===== src/rtl/fsgs_pkg.sv =====
package fsgs_pkg;

  localparam int IDX_W  = 14;
  localparam int TYPE_W = 2;
  localparam int DRAW_W = 7;
  localparam int KIND_W = 3;

  localparam logic [DRAW_W-1:0] THRESH_RESET = 7'd50;

  typedef enum logic [TYPE_W-1:0] {
    CELL_AIR   = 2'd0,
    CELL_SAND  = 2'd1,
    CELL_WATER = 2'd2,
    CELL_SOLID = 2'd3
  } cell_t;

  typedef enum logic [1:0] {
    CMD_WRITE = 2'd0,
    CMD_READ  = 2'd1,
    CMD_STEP  = 2'd2
  } cmd_t;

  typedef enum logic [KIND_W-1:0] {
    MV_NONE  = 3'd0,
    MV_FELL  = 3'd1,
    MV_SWAP  = 3'd2,
    MV_LEFT  = 3'd3,
    MV_RIGHT = 3'd4
  } move_t;

  typedef enum logic [2:0] {
    S_CLEAR,
    S_IDLE,
    S_CENTER,
    S_BELOW,
    S_LEFT,
    S_RIGHT,
    S_WR2,
    S_RESP
  } seq_state_t;

  typedef struct packed {
    logic [1:0]        command;
    logic [IDX_W-1:0]  cell_index;
    logic [TYPE_W-1:0] cell_type;
    logic [DRAW_W-1:0] random_draw;
  } in_item_t;

  typedef struct packed {
    logic [TYPE_W-1:0] read_type;
    logic [IDX_W-1:0]  new_index;
    logic              moved;
    logic [KIND_W-1:0] move_kind;
  } out_item_t;

endpackage


===== src/rtl/fsgs_seq.sv =====
module fsgs_seq #(
  parameter int ROW_WIDTH  = 128,
  parameter int CELL_COUNT = 16384,
  parameter int AW         = 14
) (
  input  logic                                 clk,
  input  logic                                 rst_n,
  input  logic                                 start,
  input  fsgs_pkg::in_item_t                   in_item,
  input  logic [fsgs_pkg::DRAW_W-1:0]          threshold,
  output logic                                 busy,
  output logic                                 out_valid,
  output fsgs_pkg::out_item_t                  out_item,
  output logic                                 mem_we,
  output logic [AW-1:0]                        mem_waddr,
  output fsgs_pkg::cell_t                      mem_wdata,
  output logic [AW-1:0]                        mem_raddr,
  input  fsgs_pkg::cell_t                      mem_rdata
);

  localparam int IW    = fsgs_pkg::IDX_W;
  localparam int CW    = $clog2(CELL_COUNT + 1);
  localparam int EW    = (CW > IW + 1) ? CW : IW + 1;
  // floor(idx / ROW_WIDTH) by reciprocal, exact for all IW-bit idx
  localparam int SHIFT = IW + $clog2(ROW_WIDTH);
  localparam int RECIP = ((2 ** SHIFT) + ROW_WIDTH - 1) / ROW_WIDTH;
  localparam int MW    = IW + 2;
  localparam int PW    = SHIFT + IW;
  localparam logic [MW-1:0] RECIP_V = MW'(RECIP);
  localparam logic [AW-1:0] LAST    = AW'(CELL_COUNT - 1);
  localparam logic [EW-1:0] CC_E    = EW'(CELL_COUNT);
  localparam logic [EW-1:0] RW_E    = EW'(ROW_WIDTH);
  localparam logic [EW-1:0] RWM1_E  = EW'(ROW_WIDTH - 1);

  fsgs_pkg::seq_state_t        state_r, state_nxt;
  logic [AW-1:0]               clr_r, clr_nxt;
  logic [1:0]                  cmd_r, cmd_nxt;
  logic [IW-1:0]               idx_r, idx_nxt;
  fsgs_pkg::cell_t             typ_r, typ_nxt;
  logic [fsgs_pkg::DRAW_W-1:0] draw_r, draw_nxt;
  logic [IW-1:0]               q_r, q_nxt;
  logic [EW-1:0]               below_r, below_nxt;
  logic [EW-1:0]               tgt_r, tgt_nxt;
  logic                        lok_r, lok_nxt;
  logic                        rok_r, rok_nxt;
  logic                        lf_r, lf_nxt;
  fsgs_pkg::cell_t             rd_r, rd_nxt;
  logic [IW-1:0]               nidx_r, nidx_nxt;
  fsgs_pkg::move_t             kind_r, kind_nxt;

  logic [PW-1:0] prod_c;
  logic [EW-1:0] idx_e, below_c, qrw_c, left_c, right_c;
  logic          inside_c, rfree_c, rf_c;

  assign prod_c   = PW'(in_item.cell_index) * PW'(RECIP_V);
  assign idx_e    = EW'(idx_r);
  assign below_c  = idx_e + RW_E;
  assign qrw_c    = EW'(q_r) * RW_E;
  assign left_c   = below_r - EW'(1);
  assign right_c  = below_r + EW'(1);
  assign inside_c = idx_e < CC_E;
  assign rfree_c  = (mem_rdata == fsgs_pkg::CELL_AIR) || (mem_rdata == fsgs_pkg::CELL_WATER);
  assign rf_c     = rok_r && (right_c < CC_E) && rfree_c;

  always_ff @(posedge clk) begin
    if (!rst_n) begin
      state_r <= fsgs_pkg::S_CLEAR;
      clr_r   <= '0;
    end else begin
      state_r <= state_nxt;
      clr_r   <= clr_nxt;
    end
  end

  always_ff @(posedge clk) begin
    cmd_r   <= cmd_nxt;
    idx_r   <= idx_nxt;
    typ_r   <= typ_nxt;
    draw_r  <= draw_nxt;
    q_r     <= q_nxt;
    below_r <= below_nxt;
    tgt_r   <= tgt_nxt;
    lok_r   <= lok_nxt;
    rok_r   <= rok_nxt;
    lf_r    <= lf_nxt;
    rd_r    <= rd_nxt;
    nidx_r  <= nidx_nxt;
    kind_r  <= kind_nxt;
  end

  always_comb begin
    state_nxt = state_r;
    clr_nxt   = clr_r;
    cmd_nxt   = cmd_r;
    idx_nxt   = idx_r;
    typ_nxt   = typ_r;
    draw_nxt  = draw_r;
    q_nxt     = q_r;
    below_nxt = below_r;
    tgt_nxt   = tgt_r;
    lok_nxt   = lok_r;
    rok_nxt   = rok_r;
    lf_nxt    = lf_r;
    rd_nxt    = rd_r;
    nidx_nxt  = nidx_r;
    kind_nxt  = kind_r;
    mem_we    = 1'b0;
    mem_waddr = idx_e[AW-1:0];
    mem_wdata = fsgs_pkg::CELL_AIR;
    mem_raddr = idx_e[AW-1:0];

    unique case (state_r)
      fsgs_pkg::S_CLEAR: begin
        mem_we    = 1'b1;
        mem_waddr = clr_r;
        if (clr_r == LAST) begin
          state_nxt = fsgs_pkg::S_IDLE;
        end else begin
          clr_nxt = clr_r + AW'(1);
        end
      end
      fsgs_pkg::S_IDLE: begin
        mem_raddr = EW'(in_item.cell_index) >= CC_E ? '0 : AW'(EW'(in_item.cell_index));
        if (start) begin
          cmd_nxt   = in_item.command;
          idx_nxt   = in_item.cell_index;
          typ_nxt   = fsgs_pkg::cell_t'(in_item.cell_type);
          draw_nxt  = in_item.random_draw;
          q_nxt     = prod_c[PW-1:SHIFT];
          rd_nxt    = fsgs_pkg::CELL_AIR;
          nidx_nxt  = in_item.cell_index;
          kind_nxt  = fsgs_pkg::MV_NONE;
          state_nxt = fsgs_pkg::S_CENTER;
        end
      end
      fsgs_pkg::S_CENTER: begin
        // mem_rdata holds the addressed cell
        mem_raddr = below_c[AW-1:0];
        below_nxt = below_c;
        lok_nxt   = qrw_c != idx_e;
        rok_nxt   = (qrw_c + RWM1_E) != idx_e;
        state_nxt = fsgs_pkg::S_RESP;
        priority if (cmd_r == fsgs_pkg::CMD_WRITE) begin
          mem_we    = inside_c;
          mem_wdata = typ_r;
        end else if (cmd_r == fsgs_pkg::CMD_READ) begin
          if (inside_c) begin
            rd_nxt = mem_rdata;
          end
        end else if (cmd_r == fsgs_pkg::CMD_STEP && inside_c &&
                     mem_rdata == fsgs_pkg::CELL_SAND && below_c < CC_E) begin
          state_nxt = fsgs_pkg::S_BELOW;
        end else begin
          state_nxt = fsgs_pkg::S_RESP;
        end
      end
      fsgs_pkg::S_BELOW: begin
        mem_raddr = left_c[AW-1:0];
        tgt_nxt   = below_r;
        priority if (mem_rdata == fsgs_pkg::CELL_AIR) begin
          mem_we    = 1'b1;
          mem_wdata = fsgs_pkg::CELL_AIR;
          nidx_nxt  = below_r[IW-1:0];
          kind_nxt  = fsgs_pkg::MV_FELL;
          state_nxt = fsgs_pkg::S_WR2;
        end else if (mem_rdata == fsgs_pkg::CELL_WATER) begin
          mem_we    = 1'b1;
          mem_wdata = fsgs_pkg::CELL_WATER;
          nidx_nxt  = below_r[IW-1:0];
          kind_nxt  = fsgs_pkg::MV_SWAP;
          state_nxt = fsgs_pkg::S_WR2;
        end else begin
          state_nxt = fsgs_pkg::S_LEFT;
        end
      end
      fsgs_pkg::S_LEFT: begin
        mem_raddr = right_c[AW-1:0];
        lf_nxt    = lok_r && rfree_c;
        state_nxt = fsgs_pkg::S_RIGHT;
      end
      fsgs_pkg::S_RIGHT: begin
        state_nxt = fsgs_pkg::S_WR2;
        mem_we    = 1'b1;
        mem_wdata = fsgs_pkg::CELL_AIR;
        priority if (lf_r && (!rf_c || draw_r <= threshold)) begin
          tgt_nxt  = left_c;
          nidx_nxt = left_c[IW-1:0];
          kind_nxt = fsgs_pkg::MV_LEFT;
        end else if (rf_c) begin
          tgt_nxt  = right_c;
          nidx_nxt = right_c[IW-1:0];
          kind_nxt = fsgs_pkg::MV_RIGHT;
        end else begin
          mem_we    = 1'b0;
          state_nxt = fsgs_pkg::S_RESP;
        end
      end
      fsgs_pkg::S_WR2: begin
        mem_we    = 1'b1;
        mem_waddr = tgt_r[AW-1:0];
        mem_wdata = fsgs_pkg::CELL_SAND;
        state_nxt = fsgs_pkg::S_RESP;
      end
      fsgs_pkg::S_RESP: begin
        state_nxt = fsgs_pkg::S_IDLE;
      end
      default: begin
        state_nxt = fsgs_pkg::S_IDLE;
      end
    endcase
  end

  assign busy      = state_r != fsgs_pkg::S_IDLE;
  assign out_valid = state_r == fsgs_pkg::S_RESP;

  always_comb begin
    out_item.read_type = rd_r;
    out_item.new_index = nidx_r;
    out_item.moved     = kind_r != fsgs_pkg::MV_NONE;
    out_item.move_kind = kind_r;
  end

`ifndef SYNTHESIS
  a_no_write_idle: assert property (@(posedge clk) disable iff (!rst_n)
    state_r == fsgs_pkg::S_IDLE |-> !mem_we)
    else $error("cell write while idle");

  a_wr2_after_wr: assert property (@(posedge clk) disable iff (!rst_n)
    state_r == fsgs_pkg::S_WR2 |-> $past(mem_we) && $past(mem_waddr) == idx_e[AW-1:0])
    else $error("second write of a move without vacating the grain cell");

  a_move_changes_idx: assert property (@(posedge clk) disable iff (!rst_n)
    out_valid && out_item.moved |-> out_item.new_index != idx_r)
    else $error("move reported without index change");

  a_read_only_on_read: assert property (@(posedge clk) disable iff (!rst_n)
    out_valid && cmd_r != fsgs_pkg::CMD_READ |-> out_item.read_type == fsgs_pkg::CELL_AIR)
    else $error("read_type set on a non-read command");

  a_step_only_moves: assert property (@(posedge clk) disable iff (!rst_n)
    out_valid && cmd_r != fsgs_pkg::CMD_STEP |-> !out_item.moved)
    else $error("move reported on a non-step command");
`endif

endmodule


===== config.mk =====
export PLATFORM = sky130hd
export DESIGN_NAME = fsgs_seq
export DESIGN_NICKNAME = d
export VERILOG_FILES = /design/src/rtl/fsgs_pkg.sv /design/src/rtl/fsgs_seq.sv
export SDC_FILE = /design/constraint.sdc
export NUM_CORES = 1
export LEC_CHECK = 0
export BUFFER_PORTS_ARGS = -buffer_cell sky130_fd_sc_hd__buf_2
export CORE_MARGIN = 2
export CORE_UTILIZATION = 40
export CTS_CLUSTER_DIAMETER = 80
export DETAILED_ROUTE_END_ITERATION = 16
export GPL_ROUTABILITY_DRIVEN = 1
export PLACE_DENSITY = 0.62
export SYNTH_ARGS = -nofsm -noshare
export SYNTH_HDL_FRONTEND = slang
export SYNTH_SLANG_ARGS = --single-unit

===== constraint.sdc =====
create_clock -name clk -period 4.2 [get_ports clk]
set_input_delay 0.63 -clock clk [delete_from_list [all_inputs] [get_ports clk]]
set_output_delay 0.63 -clock clk [all_outputs]
set_load 0.01 [all_outputs]

======== Word level (Yosys, flattened, before mapping) ========
Cells that the tools add are included.
word-level totals
  flip-flop bits (word level) ............. 100
  input bits .............................. 37
  output and inout bits ................... 53
cells by class
  $add $sub $neg .......................... 5
  magnitude comparators ................... 4
  eq/ne operators ......................... 22
  multiplexer cells ....................... 42
  bitwise gates (word level) .............. 1
  reduce and logical (&&, ||, !) cells .... 24
operator list
  kind                                                          number
  2-to-1 mux 14 bit                                             7
  one-hot mux 14 bit (2 select lines)                           2
  one-hot mux 14 bit (4 select lines)                           1
  one-hot mux 14 bit (3 select lines)                           1
  less-than comparator 15 bit, second input constant            2
  2-to-1 mux 3 bit                                              10
  one-hot mux 3 bit (8 select lines)                            1
  2-to-1 mux 2 bit                                              9
  adder 14 x 7 -> 15 bit, second input constant                 1
  adder 14 x 8 -> 15 bit, second input constant                 1
  adder 15 x 1 -> 15 bit, second input constant                 1
  less-than comparator 14 x 15 -> 1 bit, second input constant  1
  != test 15 x 14 -> 1 bit                                      1
  adder 14 x 1 -> 14 bit, second input constant                 1
  equality test 14 bit, second input constant                   1
  != test 14 bit                                                1
  subtractor 14 x 1 -> 14 bit, second input constant            1
  equality test 3 bit, second input constant                    4
  != test 2 bit, second input constant                          5
  one-hot mux 3 bit (3 select lines)                            1
  AND reduction 2 bit                                           4
  <= comparator 7 bit                                           1
  logical AND 1 bit                                             7
  2-to-1 mux 1 bit                                              7
  19 further kinds                                              27

======== Depth between registers and ports, before layout ========
  word-level depth ........................ 9
  gate-level depth with buffers ........... 9

======== Least setup slack after synthesis ========
No wires, ideal clock.
  path type ............................... reg2out
  from .................................... register below_r[0]
  to ...................................... output port mem_raddr[12]
  arrival ................................. 2.627 ns
  data required time ...................... 3.570 ns
  setup slack ............................. 0.943 ns
  cell stages (with the launch flop) ...... 10
  buffers on the path ..................... 1
  cell sequence ........................... edfxtp_1 -> clkinv_1 -> ha_1 -> or3b_2 -> clkbuf_1 -> nor3_2 -> or3b_2 -> xnor2_1 -> a21oi_1 -> o21ai_0
on the way
  longest elaborated chain between the ends .. 2
  elaborated cells on any way between the ends .. 3
RTL lines
  what                                                                          line                            text
  from (decl)                                                                   fsgs_seq.sv:42                  logic [EW-1:0] below_r, below_nxt;
  from (signal assigned)                                                        fsgs_seq.sv:81                  below_r <= below_nxt;
  adder 15 x 1 -> 15 bit / subtractor 14 x 1 -> 14 bit (equally long branches)  fsgs_seq.sv:60, fsgs_seq.sv:59
  one-hot mux 14 bit (4 select lines) *                                         fsgs_seq.sv:112                 unique case (state_r)
  to (decl)                                                                     fsgs_seq.sv:17                  output logic [AW-1:0] mem_raddr,
Mark *: on every way between the ends. The rest lies on a longest branch, timed or not.

======== Worst setup path in the final report ========
Same ends and word-level chain as after synthesis.

==> impl_metrics.json <==
{
  "r2r_slack_ns": 0.81,
  "hold_violations": 0,
  "p_leak_nw": 2.55,
  "hold_buffers": 0,
  "rows": 44,
  "yosys_register_bits": 93,
  "use_met1": 0.336,
  "nets": 763,
  "vdd_drop_max_mv": 0.213,
  "initial_core_util": 0.409,
  "synth_top_cell_by_area": "edfxtp_1",
  "yosysSeqAreaShare": 0.441,
  "synth_area_um2": 5950,
  "cts-root-buf": "clkbuf_16",
  "ctsResizeCount": 0,
  "grt-busiest-layer": "met2",
  "post-place-cells": 888,
  "drtIter0Drc": 646,
  "use_met3": 0.0472,
  "finalNonFillerCells": 904,
  "drv_cap": 0,
  "syn-num-nets": 688,
  "cts_made_buffers": 9,
  "detail-route-antenna-nets": 0,
  "critPathMaxFanout": 7,
  "htree_levels": 3,
  "avgSynthCellArea_um2": 9.30,
  "grt_pass1_vias": 5168,
  "wl_per_cell_um": 21.2,
  "overflow": 0,
  "required_ns": 3.57,
  "die_area_um2": 15900,
  "numPortBuffers": 89,
  "place_congestion": 0.965,
  "hp-start": "in_item[23]",
  "antenna_found_initial": 0,
  "p_clk_frac": 0.441,
  "report.final.slew_viol_count": 0,
  "seqPwrFrac": 0.521,
  "cts_sinks": 93,
  "use_met2": 0.373,
  "clock_latency_ns": 0.36,
  "setup_viol": 0,
  "core_area_um2": 14500,
  "dr.pass1.iters": 6,
  "whs_endpoint": "cmd_r[0]",
  "cp-end-kind": "output port",
  "synthArstFlopShare": 0,
  "cts.clk_slew.worst_paths_ns": 0.07,
  "hp-class": "in2reg",
  "utilization": 0.474,
  "die_y_um": 126,
  "internal-power_mw": 1.50,
  "skew_ns": 0.0138,
  "grt.total_usage": 0.238,
  "power_density_nw_per_um2": 277,
  "p_switching_mw": 0.410,
  "max-clock-path-buffers": 2,
  "reg2reg_to": "nidx_r[13]",
  "critPathKind": "reg2out",
  "yosys-top-cells-area": "edfxtp_1, dfxtp_1, xnor2_1, o21ai_0, a21oi_1",
  "clock.fmax_mhz": 253,
  "min_path_cells": 1,
  "min_period_over_period": 0.941,
  "fin_setup_tns_ns": 0,
  "viasPerCell": 6.15,
  "dp_hpwl_um": 13900,
  "ys.flop_type": "edfxtp_1",
  "rsz0062_at_grt": "no",
  "fp.dieW_um": 126,
  "postSynthCellCount": 640,
  "yosysMostFrequentCell": "edfxtp_1",
  "worstSetupStartpointType": "flip-flop",
  "power_switching_share": 0.215,
  "worst_pin_slew_ns": 1.07,
  "yosys_warnings": 0,
  "power_frac_comb": 0.038,
  "cts_tree": "done",
  "final_layout_size_suffix_gt1_frac": 0.197,
  "outcome": "complete, no violations",
  "synth_common_cells": "edfxtp_1, nor2_1, o21ai_0",
  "rr_worst_depth": 7,
  "relSlewSlack": 0.284,
  "grt_pass1_wl_um": 29300,
  "antenna_cells": 0,
  "route.detailed.drc": 0,
  "cp_data_arrival_time_ns": 3.32,
  "fin_crit_ns": 3.95,
  "io_pins": 90,
  "synth_cell_types": 66,
  "area_growth_pct": 15.9,
  "synth_top_area_frac": 0.384,
  "grt_max_degree": 31,
  "post-cts-setup-buffers": 0,
  "vias": 5558,
  "postRouteWirelength_um": 19100,
  "synth_edf_count": 76,
  "rr_startpoint": "below_r[1]"
}
-- stage by stage --
step / cell area, um^2 / power (mW) / hold slack [ns] / worst slack, ns
final: 6900 / 1.91 / 0.437 / 0.247
after CTS: 6900 / 1.92 / 0.431 / 0.286
after global placement: 6600 / 1.08 / 0.495 / 0.730
after floorplan: 5950 / 1.05 / 0.471 / 0.943
after global routing: 6900 / 1.95 / 0.432 / 0.102
after detailed placement: 6600 / 1.09 / 0.510 / 0.683
-- kinds of logic (layout without fill, tap and decap cells) --
| group | count (synthesis) | after routing | synth area share |
|---|---|---|---|
| AO/OA/AOI/OAI | 201 | 201 | 0.221 |
| XOR/XNOR | 44 | 44 | 0.0648 |
| adder cells (fa/ha/maj) | 11 | 11 | 0.0231 |
| buffers and inverters | 77 | 157 | 0.0528 |
| flip-flops | 93 | 93 | 0.441 |
| multiplexers | 19 | 19 | 0.0326 |
| AND/OR/NAND/NOR | 195 | 195 | 0.164 |
-- state kept, by name, indices dropped and copies added (netlist names), 3 cells and up --
name and count:
below_r 15, tgt_r 14, clr_r 14, idx_r 14
draw_r 7, nidx_r 14, state_r 3, kind_r 3
-- per-layer routing --
metal / vias up / wire length [um]
li1: 2565 / -
met1: 2675 / 8460
met2: 286 / 8630
met3: 32 / 1670
met4: 0 / 369
met5: - / 0
-- power groups by stage --
stage	registers (mW)	clock network, mW	logic (mW)
6_report	0.994	0.841	0.0722
5_1_grt	0.994	0.878	0.0802
4_1_cts	0.994	0.850	0.0717
3_5_place_dp	1.01	0	0.0711
3_3_place_gp	1.01	0	0.0701
2_1_floorplan	1.01	0	0.0339
-- placed cells by master, fill, tap and decap left out, types with 4 or more instances in the layout --
| cell | netlist | layout |
|---|---|---|
| nor2_1 | 52 | 51 |
| a21oi_1 | 46 | 46 |
| o21ai_0 | 47 | 47 |
| nor4_1 | 12 | 12 |
| a211oi_1 | 4 | 4 |
| a221o_1 | 5 | 5 |
| nand4_1 | 9 | 9 |
| inv_1 | 27 | 27 |
| nor2b_1 | 4 | 4 |
| buf_4 | 3 | 23 |
| nand2_1 | 46 | 46 |
| a221oi_1 | 4 | 4 |
| and3_1 | 5 | 5 |
| o22ai_1 | 17 | 17 |
| mux2i_1 | 16 | 16 |
| o211ai_1 | 9 | 9 |
| xnor2_1 | 31 | 31 |
| ha_1 | 11 | 11 |
| a31oi_1 | 6 | 6 |
| o31ai_1 | 8 | 8 |
| edfxtp_1 | 76 | 76 |
| clkbuf_16 | 0 | 11 |
| buf_2 | 5 | 89 |
| nand3_1 | 22 | 22 |
| a22oi_1 | 17 | 17 |
| xor2_1 | 13 | 13 |
| dfxtp_1 | 17 | 17 |
| a2bb2oi_1 | 9 | 9 |
| nor3_1 | 12 | 12 |
| or3_1 | 16 | 16 |
-- how the worst max path moves through the flow --
| stage | from | end | cells after the start | slack, ns |
|---|---|---|---|---|
| 6_report | below_r[0] | mem_raddr[12] | 9 | 0.25 |
| 5_1_grt | below_r[0] | mem_raddr[12] | 9 | 0.10 |
| 4_1_cts | below_r[0] | mem_raddr[12] | 9 | 0.29 |
| 3_5_place_dp | below_r[0] | mem_raddr[12] | 9 | 0.68 |
| 3_3_place_gp | below_r[0] | mem_raddr[12] | 9 | 0.73 |
| 2_1_floorplan | below_r[0] | mem_raddr[12] | 9 | 0.94 |
-- worst max-delay path, stage by stage (launching register included) --
cell and delay [ns]:
edfxtp_1 0.49, clkinv_1 0.19, ha_1 0.22, or3b_2 0.55
nor3_2 0.33, or3b_2 0.49, xnor2_1 0.23, a21oi_1 0.10
o21ai_0 0.20, buf_2 0.17
-- final cells by class --
type                    count  area [um^2]
clock buffers              14          287
clock inverters             2         13.8
well taps                 184          230
inverters                  29          109
fillers                  1395         7640
flip-flops and latches     93         2620
multi-input cells         470         3020
repair buffers            112          618
Power figures use the tool's default switching activity.
